$ cat src/rtl/mptr_pkg.sv
// Package for the MIDI parser with NRPN assembly and track routing.
// Holds field widths, status and controller codes, result kinds and state types.
// No dependencies; used by the core and its checker.
package mptr_pkg;

    localparam int TRACK_COUNT_DEF      = 16;
    localparam int PARAMS_PER_TRACK_DEF = 24;

    localparam int BYTE_W  = 8;
    localparam int DATA_W  = 7;
    localparam int KIND_W  = 3;
    localparam int CH_W    = 4;
    localparam int NUM_W   = 14;
    localparam int TRACK_W = 4;
    localparam int PARAM_W = 5;
    localparam int OFF_W   = NUM_W + 2;

    // Controller numbers are offset by this amount from a track's base.
    localparam logic [OFF_W-1:0] PARAM_OFFSET = OFF_W'(8);

    localparam logic [3:0] CMD_NOTE_OFF   = 4'h8;
    localparam logic [3:0] CMD_NOTE_ON    = 4'h9;
    localparam logic [3:0] CMD_CONTROL    = 4'hB;
    localparam logic [3:0] CMD_PROGRAM    = 4'hC;
    localparam logic [3:0] CMD_CHAN_PRESS = 4'hD;
    localparam logic [3:0] CMD_SYSTEM     = 4'hF;
    localparam logic [BYTE_W-1:0] SYSEX_START = 8'hF0;

    localparam logic [DATA_W-1:0] CC_NRPN_LSB = 7'd98;
    localparam logic [DATA_W-1:0] CC_NRPN_MSB = 7'd99;
    localparam logic [DATA_W-1:0] CC_DATA_LSB = 7'd38;
    localparam logic [DATA_W-1:0] CC_DATA_MSB = 7'd6;

    typedef enum logic [KIND_W-1:0] {
        KIND_NOTE_ON     = 3'd0,
        KIND_NOTE_OFF    = 3'd1,
        KIND_CC_PASS     = 3'd2,
        KIND_NRPN_PASS   = 3'd3,
        KIND_PARAM_WRITE = 3'd4
    } kind_t;

    typedef enum logic [3:0] {
        PH_IDLE = 4'b0001,
        PH_D1   = 4'b0010,
        PH_D2   = 4'b0100,
        PH_HALT = 4'b1000
    } phase_t;

    typedef enum logic [2:0] {
        SEQ_IDLE  = 3'b001,
        SEQ_SCAN  = 3'b010,
        SEQ_FLUSH = 3'b100
    } seq_t;

endpackage

$ cat src/rtl/midi_parser_nrpn_track_router_core.sv
// Top level of the MIDI parser with NRPN assembly and track routing.
// Parses bytes, keeps per-channel NRPN registers and the track map, and scans the map.
// Depends on mptr_pkg.
//
//  Channel  | Handshake          | Payload
//  ---------+--------------------+----------------------------------------------------
//  input    | in_valid/in_stall  | command, midi_byte, end_of_buffer, map_* fields
//  output   | out_valid/out_stall| event_kind, channel, key_or_number, event_value,
//           |                    | track, param_index, last
//
// A byte or map write is taken when no earlier request is still being worked on.
// A pass-through controller or completed NRPN message scans the track map one entry per cycle,
// except while a hit waits on a stalled output, through a single offset subtract and range compare.
// A note goes through the flush state to the output register; other bytes and map writes give no result.
// Reset clears the parse state, the NRPN registers and the track map at once.
// While the output is stalled, the scan holds on the next hit until the result is taken.
module midi_parser_nrpn_track_router_core #(
    parameter int TRACK_COUNT      = mptr_pkg::TRACK_COUNT_DEF,
    parameter int PARAMS_PER_TRACK = mptr_pkg::PARAMS_PER_TRACK_DEF
) (
    input  logic                             clk,
    input  logic                             rst_n,
    input  logic                             in_valid,
    output logic                             in_stall,
    input  logic                             command,
    input  logic [mptr_pkg::BYTE_W-1:0]      midi_byte,
    input  logic                             end_of_buffer,
    input  logic [mptr_pkg::TRACK_W-1:0]     map_track,
    input  logic                             map_enabled,
    input  logic [mptr_pkg::CH_W-1:0]        map_channel,
    input  logic [mptr_pkg::NUM_W-1:0]       map_base,
    output logic                             out_valid,
    input  logic                             out_stall,
    output logic [mptr_pkg::KIND_W-1:0]      event_kind,
    output logic [mptr_pkg::CH_W-1:0]        channel,
    output logic [mptr_pkg::NUM_W-1:0]       key_or_number,
    output logic [mptr_pkg::NUM_W-1:0]       event_value,
    output logic [mptr_pkg::TRACK_W-1:0]     track,
    output logic [mptr_pkg::PARAM_W-1:0]     param_index,
    output logic                             last
);

    localparam int TIDX_W   = (TRACK_COUNT > 1) ? $clog2(TRACK_COUNT) : 1;
    localparam int CHANNELS = 16;
    localparam int BYTE_W   = mptr_pkg::BYTE_W;
    localparam int DATA_W   = mptr_pkg::DATA_W;
    localparam int CH_W     = mptr_pkg::CH_W;
    localparam int NUM_W    = mptr_pkg::NUM_W;
    localparam int KIND_W   = mptr_pkg::KIND_W;
    localparam int TRACK_W  = mptr_pkg::TRACK_W;
    localparam int PARAM_W  = mptr_pkg::PARAM_W;
    localparam int OFF_W    = mptr_pkg::OFF_W;

    // Parser state.
    mptr_pkg::phase_t    phase_reg, phase_next;
    logic [BYTE_W-1:0]   status_reg, status_next;
    logic [DATA_W-1:0]   first_reg, first_next;

    // Per-channel NRPN registers. The value high byte is used as it arrives, so it
    // needs no register of its own.
    logic [DATA_W-1:0]   nrpn_num_lo_reg [CHANNELS];
    logic [DATA_W-1:0]   nrpn_num_hi_reg [CHANNELS];
    logic [DATA_W-1:0]   nrpn_val_lo_reg [CHANNELS];

    // Track map.
    logic                listen_en_reg [TRACK_COUNT];
    logic [CH_W-1:0]     listen_ch_reg [TRACK_COUNT];
    logic [NUM_W-1:0]    base_reg      [TRACK_COUNT];

    // Sequencer and the message being routed.
    mptr_pkg::seq_t      seq_reg, seq_next;
    logic [TIDX_W-1:0]   idx_reg, idx_next;
    logic [CH_W-1:0]     ctx_ch_reg, ctx_ch_next;
    logic [NUM_W-1:0]    ctx_num_reg, ctx_num_next;
    logic [NUM_W-1:0]    ctx_val_reg, ctx_val_next;
    logic [KIND_W-1:0]   ctx_kind_reg, ctx_kind_next;
    logic                pend_valid_reg, pend_valid_next;
    logic [TRACK_W-1:0]  pend_track_reg, pend_track_next;
    logic [PARAM_W-1:0]  pend_param_reg, pend_param_next;

    // Output register.
    logic                out_valid_reg, out_valid_next;
    logic [KIND_W-1:0]   out_kind_reg, out_kind_next;
    logic [CH_W-1:0]     out_ch_reg, out_ch_next;
    logic [NUM_W-1:0]    out_num_reg, out_num_next;
    logic [NUM_W-1:0]    out_val_reg, out_val_next;
    logic [TRACK_W-1:0]  out_track_reg, out_track_next;
    logic [PARAM_W-1:0]  out_param_reg, out_param_next;
    logic                out_last_reg, out_last_next;

    logic                accept;
    logic                out_free;
    logic                map_we;
    logic [TIDX_W-1:0]   map_idx;
    logic [3:0]          byte_cmd;
    logic [3:0]          st_cmd;
    logic [CH_W-1:0]     st_ch;
    logic [DATA_W-1:0]   data_bits;
    logic                num_lo_we, num_hi_we, val_lo_we;
    logic [OFF_W-1:0]    scan_diff;
    logic                scan_hit;

    assign in_stall = (seq_reg != mptr_pkg::SEQ_IDLE);
    assign accept   = in_valid && !in_stall;
    assign out_free = !out_valid_reg || !out_stall;

    assign map_we   = accept && command && (32'(map_track) < TRACK_COUNT);
    assign map_idx  = map_track[TIDX_W-1:0];

    assign byte_cmd  = midi_byte[7:4];
    assign st_cmd    = status_reg[7:4];
    assign st_ch     = status_reg[3:0];
    assign data_bits = midi_byte[DATA_W-1:0];

    // One subtract and one range compare, shared by every track entry of the scan.
    assign scan_diff = {2'b00, ctx_num_reg} - {2'b00, base_reg[idx_reg]}
                       - mptr_pkg::PARAM_OFFSET;
    assign scan_hit  = listen_en_reg[idx_reg] && (listen_ch_reg[idx_reg] == ctx_ch_reg)
                       && !scan_diff[OFF_W-1]
                       && (32'(scan_diff[OFF_W-2:0]) < PARAMS_PER_TRACK);

    always_comb
    begin
        phase_next      = phase_reg;
        status_next     = status_reg;
        first_next      = first_reg;
        seq_next        = seq_reg;
        idx_next        = idx_reg;
        ctx_ch_next     = ctx_ch_reg;
        ctx_num_next    = ctx_num_reg;
        ctx_val_next    = ctx_val_reg;
        ctx_kind_next   = ctx_kind_reg;
        pend_valid_next = pend_valid_reg;
        pend_track_next = pend_track_reg;
        pend_param_next = pend_param_reg;
        num_lo_we       = 1'b0;
        num_hi_we       = 1'b0;
        val_lo_we       = 1'b0;

        out_valid_next  = out_valid_reg && out_stall;
        out_kind_next   = out_kind_reg;
        out_ch_next     = out_ch_reg;
        out_num_next    = out_num_reg;
        out_val_next    = out_val_reg;
        out_track_next  = out_track_reg;
        out_param_next  = out_param_reg;
        out_last_next   = out_last_reg;

        case (seq_reg)
            mptr_pkg::SEQ_IDLE:
            begin
                if (accept && !command)
                begin
                    case (phase_reg)
                        mptr_pkg::PH_IDLE:
                        begin
                            if (!midi_byte[7] || byte_cmd == mptr_pkg::CMD_CHAN_PRESS
                                || midi_byte == mptr_pkg::SYSEX_START)
                            begin
                                phase_next = mptr_pkg::PH_HALT;
                            end
                            else if (byte_cmd != mptr_pkg::CMD_SYSTEM)
                            begin
                                status_next = midi_byte;
                                phase_next  = mptr_pkg::PH_D1;
                            end
                        end
                        mptr_pkg::PH_D1:
                        begin
                            first_next = data_bits;
                            phase_next = (st_cmd == mptr_pkg::CMD_PROGRAM)
                                         ? mptr_pkg::PH_IDLE : mptr_pkg::PH_D2;
                        end
                        mptr_pkg::PH_D2:
                        begin
                            phase_next   = mptr_pkg::PH_IDLE;
                            ctx_ch_next  = st_ch;
                            ctx_num_next = NUM_W'(first_reg);
                            ctx_val_next = NUM_W'(data_bits);
                            pend_valid_next = 1'b0;
                            idx_next        = '0;
                            case (st_cmd)
                                mptr_pkg::CMD_NOTE_OFF:
                                begin
                                    ctx_kind_next = mptr_pkg::KIND_NOTE_OFF;
                                    seq_next      = mptr_pkg::SEQ_FLUSH;
                                end
                                mptr_pkg::CMD_NOTE_ON:
                                begin
                                    // A note on with zero velocity is reported as note off.
                                    ctx_kind_next = (data_bits != '0)
                                                    ? mptr_pkg::KIND_NOTE_ON
                                                    : mptr_pkg::KIND_NOTE_OFF;
                                    seq_next      = mptr_pkg::SEQ_FLUSH;
                                end
                                mptr_pkg::CMD_CONTROL:
                                begin
                                    if (first_reg == mptr_pkg::CC_NRPN_LSB)
                                    begin
                                        num_lo_we = 1'b1;
                                    end
                                    else if (first_reg == mptr_pkg::CC_NRPN_MSB)
                                    begin
                                        num_hi_we = 1'b1;
                                    end
                                    else if (first_reg == mptr_pkg::CC_DATA_LSB)
                                    begin
                                        val_lo_we = 1'b1;
                                    end
                                    else if (first_reg == mptr_pkg::CC_DATA_MSB)
                                    begin
                                        ctx_num_next  = {nrpn_num_hi_reg[st_ch],
                                                         nrpn_num_lo_reg[st_ch]};
                                        ctx_val_next  = {data_bits, nrpn_val_lo_reg[st_ch]};
                                        ctx_kind_next = mptr_pkg::KIND_NRPN_PASS;
                                        seq_next      = mptr_pkg::SEQ_SCAN;
                                    end
                                    else
                                    begin
                                        ctx_kind_next = mptr_pkg::KIND_CC_PASS;
                                        seq_next      = mptr_pkg::SEQ_SCAN;
                                    end
                                end
                                default:
                                begin
                                end
                            endcase
                        end
                        default:
                        begin
                        end
                    endcase
                    if (end_of_buffer)
                    begin
                        phase_next = mptr_pkg::PH_IDLE;
                    end
                end
            end

            mptr_pkg::SEQ_SCAN:
            begin
                // A new hit can only displace the held one once the output can take it.
                if (!(scan_hit && pend_valid_reg && !out_free))
                begin
                    if (scan_hit)
                    begin
                        if (pend_valid_reg)
                        begin
                            out_valid_next = 1'b1;
                            out_kind_next  = mptr_pkg::KIND_PARAM_WRITE;
                            out_ch_next    = ctx_ch_reg;
                            out_num_next   = ctx_num_reg;
                            out_val_next   = ctx_val_reg;
                            out_track_next = pend_track_reg;
                            out_param_next = pend_param_reg;
                            out_last_next  = 1'b0;
                        end
                        pend_valid_next = 1'b1;
                        pend_track_next = TRACK_W'(idx_reg);
                        pend_param_next = scan_diff[PARAM_W-1:0];
                    end
                    if (32'(idx_reg) == TRACK_COUNT - 1)
                    begin
                        seq_next = mptr_pkg::SEQ_FLUSH;
                    end
                    else
                    begin
                        idx_next = idx_reg + TIDX_W'(1);
                    end
                end
            end

            mptr_pkg::SEQ_FLUSH:
            begin
                if (out_free)
                begin
                    out_valid_next = 1'b1;
                    out_ch_next    = ctx_ch_reg;
                    out_num_next   = ctx_num_reg;
                    out_val_next   = ctx_val_reg;
                    out_last_next  = 1'b1;
                    if (pend_valid_reg)
                    begin
                        out_kind_next  = mptr_pkg::KIND_PARAM_WRITE;
                        out_track_next = pend_track_reg;
                        out_param_next = pend_param_reg;
                    end
                    else
                    begin
                        out_kind_next  = ctx_kind_reg;
                        out_track_next = '0;
                        out_param_next = '0;
                    end
                    pend_valid_next = 1'b0;
                    seq_next        = mptr_pkg::SEQ_IDLE;
                end
            end

            default:
            begin
                seq_next = mptr_pkg::SEQ_IDLE;
            end
        endcase
    end

    always_ff @(posedge clk or negedge rst_n)
    begin
        if (!rst_n)
        begin
            phase_reg      <= mptr_pkg::PH_IDLE;
            status_reg     <= '0;
            first_reg      <= '0;
            seq_reg        <= mptr_pkg::SEQ_IDLE;
            idx_reg        <= '0;
            pend_valid_reg <= 1'b0;
            out_valid_reg  <= 1'b0;
            for (int c = 0; c < CHANNELS; c++)
            begin
                nrpn_num_lo_reg[c] <= '0;
                nrpn_num_hi_reg[c] <= '0;
                nrpn_val_lo_reg[c] <= '0;
            end
            for (int t = 0; t < TRACK_COUNT; t++)
            begin
                listen_en_reg[t] <= 1'b0;
                listen_ch_reg[t] <= '0;
                base_reg[t]      <= '0;
            end
        end
        else
        begin
            phase_reg      <= phase_next;
            status_reg     <= status_next;
            first_reg      <= first_next;
            seq_reg        <= seq_next;
            idx_reg        <= idx_next;
            pend_valid_reg <= pend_valid_next;
            out_valid_reg  <= out_valid_next;
            if (num_lo_we)
            begin
                nrpn_num_lo_reg[st_ch] <= data_bits;
            end
            if (num_hi_we)
            begin
                nrpn_num_hi_reg[st_ch] <= data_bits;
            end
            if (val_lo_we)
            begin
                nrpn_val_lo_reg[st_ch] <= data_bits;
            end
            if (map_we)
            begin
                listen_en_reg[map_idx] <= map_enabled;
                listen_ch_reg[map_idx] <= map_channel;
                base_reg[map_idx]      <= map_base;
            end
        end
    end

    always_ff @(posedge clk)
    begin
        ctx_ch_reg     <= ctx_ch_next;
        ctx_num_reg    <= ctx_num_next;
        ctx_val_reg    <= ctx_val_next;
        ctx_kind_reg   <= ctx_kind_next;
        pend_track_reg <= pend_track_next;
        pend_param_reg <= pend_param_next;
        out_kind_reg   <= out_kind_next;
        out_ch_reg     <= out_ch_next;
        out_num_reg    <= out_num_next;
        out_val_reg    <= out_val_next;
        out_track_reg  <= out_track_next;
        out_param_reg  <= out_param_next;
        out_last_reg   <= out_last_next;
    end

    assign out_valid     = out_valid_reg;
    assign event_kind    = out_kind_reg;
    assign channel       = out_ch_reg;
    assign key_or_number = out_num_reg;
    assign event_value   = out_val_reg;
    assign track         = out_track_reg;
    assign param_index   = out_param_reg;
    assign last          = out_last_reg;

endmodule

$ cat config.mk
export PLATFORM = sky130hd
export DESIGN_NAME = midi_parser_nrpn_track_router_core
export DESIGN_NICKNAME = d
export VERILOG_FILES = /design/src/rtl/mptr_pkg.sv /design/src/rtl/midi_parser_nrpn_track_router_core.sv
export SDC_FILE = /design/constraint.sdc
export NUM_CORES = 1
export LEC_CHECK = 0
export ABC_CLOCK_PERIOD_IN_PS = 17550
export BUFFER_PORTS_ARGS = -buffer_cell sky130_fd_sc_hd__clkbuf_2
export CAP_MARGIN = 20
export CORE_UTILIZATION = 31
export CTS_CLUSTER_DIAMETER = 80
export CTS_CLUSTER_SIZE = 30
export DETAILED_ROUTE_END_ITERATION = 7
export HOLD_SLACK_MARGIN = 0.05
export PLACE_DENSITY = 0.52
export SYNTH_ARGS = -nofsm -noshare
export SYNTH_HDL_FRONTEND = slang
export SYNTH_SLANG_ARGS = --single-unit
$ cat constraint.sdc
create_clock -name clk -period 17.55 [get_ports clk]
set_input_delay 3.51 -clock clk [delete_from_list [all_inputs] [get_ports clk]]
set_output_delay 3.51 -clock clk [all_outputs]
set_load 0.05 [all_outputs]
==> summary.md <==
| Metric | Value |
|---|---|
| Port bufs | `83` |
| End of the worst hold path | `event_value[9]` |
| Grt total ovfl | `0` |
| Area of placed instances | `36600 um^2` |
| Max-capacitance violation count | `0` |
| Synth area leaders | `dfrtp_1 (48%), mux2_2 (22%), mux4_2 (12%), edfxtp_1 (7.7%), clkbuf_1 (1.3%)` |
| DR DRC count | `0` |
| Total CTS buffers | `41` |
| Starting Density | `31.2%` |
| Post-synth cell types | `79` |
| Reg power frac | `50.0%` |
| Cts repair resizes | `0` |
| Final Max Tran Viols | `0` |
| Core ar. | `111000 um^2` |
| Net switching power | `1340 uW` |
| RSZ-0062 raised after global routing | `false` |
| CP most frequent cell | `mux4_2` |
| Top cell type's share of synthesized area | `48.3%` |
| Hold_sp | `ctx_val_reg[9]` |
| FF-to-FF path depth | `15` |
| TNS Setup | `0 ns` |
| Drt wl/cell | `23.5 um` |
| DIE WIDTH | `336 um` |
| Data arrival, critical path | `6.97 ns` |
| Max Fclk | `0.150 GHz` |
| Layout cell share with drive strength beyond 1 | `49.2%` |
| WP buf/inv | `2` |
| DP Cell Count | `3657` |
| Internal power | `2990 uW` |
| GRT Util Overall | `15.8%` |
| Final Hold Viols | `0` |
| Tmin final | `6.65 ns` |
| Slew HR | `27.9%` |
| Finished Layout Cells | `3738` |
| PwrDens | `113 nW/um^2` |
| Number of flops mapped to enable cells by yosys | `88` |
| Synth Flop Type | `dfrtp_1` |
| Area grow syn2layout | `10.6%` |
| Syn Nets | `2246` |
| Status | `finished, final reports clean` |
| Switch share | `30.9%` |
| Design area | `38200 um^2` |
| Hold Path Depth | `0` |
| # setup viols final | `0` |
| Reg-to-Reg Start | `idx_reg[1]` |
| Clock Path Buffers | `3` |
| H-tree depth | `2` |
| Worst-path clk slew | `0.10 ns` |
| Fin crit share | `37.9%` |
| Initial antenna violation count | `6` |
| Vias in the first global route | `20700` |
| R2r setup slk | `10.90 ns` |
| Root buffer cell | `clkbuf_16` |
| Register bit count reported by yosys | `756` |
| Cell taking the most area after synthesis | `dfrtp_1` |
| Yosys warning count | `0` |
| First-pass GRT wire length | `135000 um` |
| Final Skew | `0.0459 ns` |
| Io pins | `84` |
| Final HPWL DP | `57200 um` |
| Syn avg cell area | `15.8 um^2` |
| Tot Pwr | `4330 uW` |
| Worst-skew pair later-pin latency | `0.65 ns` |
| Util after Layout | `34.6%` |
| Post-route ant nets | `0` |
| Post-Syn Area | `34500 um^2` |
| Vias per cell | `5.07` |
| Hold_buf cts | `0` |
| Routed Wire Length | `87700 um` |
| CP max-delay cell | `dfrtp_4` |
| Crit path cell chain | `buf_4 > mux4_2 > mux4_2 > ha_1 > fa_1 > nand2b_1 > a21oi_1 > o41a_1 > o221ai_1 > a2111oi_2 > nand4_1 > or4_4 > o21ai_2 > and2_2 > buf_12` |
| Via count | `18900` |
| Post-CTS setup buffer count | `0` |
| Comb pwr share | `22.8%` |
| Drt pass-1 iters | `5` |
| R2r endpoint | `channel[0]` |
| Clock sinks | `756` |
| Chip height | `336 um` |
| Cell family with most CP delay | `simple AND/OR/NAND/NOR gates` |
| WS Path Type | `flop to flop` |
| Synth top cells by count | `dfrtp_1 (666), mux2_2 (664), mux4_2 (186), clkbuf_1 (119), edfxtp_1 (88)` |
| Crit end category | `flop` |
| Crit start category | `flop` |
| Worst-path fanout max | `45` |
| Start point of the critical path | `idx_reg[1]` |
| DR iter-0 viols | `1124` |
| Crit path required time | `17.87 ns` |
| Post-synthesis cell count | `2191` |
| Max FFs per register | `224` |
| Worst-Margin Slew | `1.08 ns` |
| Die area | `113000 um^2` |
| Leakage | `0.0167 uW` |
| Clock Power Share | `27.2%` |
| Net count, final | `2270` |
| GP Congestion | `0.805` |
| Worst hold path class | `flop to flop` |
| Slowest stage delay, CP | `0.88 ns` |
| Asr flop ratio synth | `88.4%` |
| Sequential share of the synthesized area | `56.1%` |
| # rows | `122` |
| Largest net degree at the start of global routing | `157` |
| Worst vdd ir | `64.8 uV` |
| CTS tree | `done` |
| Most frequent cell after synthesis | `dfrtp_1` |
-- cell families after synthesis --
kind of cell	count (synthesis)	share of synthesized area, %
AND/OR/NAND/NOR	243	3.78
buffers and inverters	186	2.17
adder cells (fa/ha/maj)	18	0.674
AO/OA/AOI/OAI	96	2.04
XOR/XNOR	17	0.475
flip-flops	756	56.1
multiplexers	875	34.8
-- layout make-up --
cell class	count	area, um^2
Fill cell	10600	72300
Multi-Input combinational cell	1249	14500
Tap cell	1488	1860
Antenna cell	3	7.51
Clock inverter	29	390
Clock buffer	46	1120
Inverter	36	135
Timing Repair Buffer	131	831
Sequential cell	756	19400
-- layer usage --
| layer | share of wire [%] | GRT usage, % | up-vias |
|---|---|---|---|
| li1 | - | - | 8221 |
| met1 | 46 | 21.7 | 10300 |
| met2 | 49 | 25.9 | 301 |
| met3 | 3.4 | 2.21 | 94 |
| met4 | 2.6 | 4.73 | 2 |
| met5 | 0.0080 | 0 | - |
-- cells in the final DEF (no fill, tap or decap), types with 7 or more instances in the layout --
master     instances
mux4_2           186
nand2_1           60
dfrtp_1          660
nor2_2            11
nor3_2            12
inv_1             34
xnor2_1            8
a21o_1             9
mux2i_1           19
nor2_1            36
nor2b_1           23
a21oi_1           19
nand2b_1          11
ha_1              17
nor3_1            16
mux2_2           664
edfxtp_1          88
a211oi_1           7
clkbuf_16         44
xor2_1             8
clkbuf_2          82
o21ai_0           15
and2_1            15
buf_4             44
nand3_1           17
-- how the worst max path moves through the flow --
stage                                     end  slack (ns)  depth (start not counted)
after floorplan           nrpn_val_lo_reg[14]       10.57                          6
after global placement    nrpn_num_hi_reg[73]       10.52                          8
after detailed placement  nrpn_val_lo_reg[58]       10.53                          4
after CTS                          channel[3]       10.61                         16
after global routing               channel[0]       10.47                         17
final                              channel[0]       10.90                         15
-- through the flow --
step	setup WS [ns]	hold WS [ns]
5_1_grt	10.47	0.445
3_5_place_dp	10.53	0.407
6_report	10.90	0.430
3_3_place_gp	10.52	0.405
4_1_cts	10.61	0.433
2_1_floorplan	10.57	0.400
-- power by group through the flow --
stage | combinational, uW | sequential, uW | clock (uW)
3_5_place_dp | 1000 | 2210 | 0
6_report | 987 | 2170 | 1180
5_1_grt | 1080 | 2200 | 1280
2_1_floorplan | 757 | 2130 | 0
3_3_place_gp | 979 | 2180 | 0
4_1_cts | 1000 | 2170 | 1230
Power figures use the tool's default switching activity.
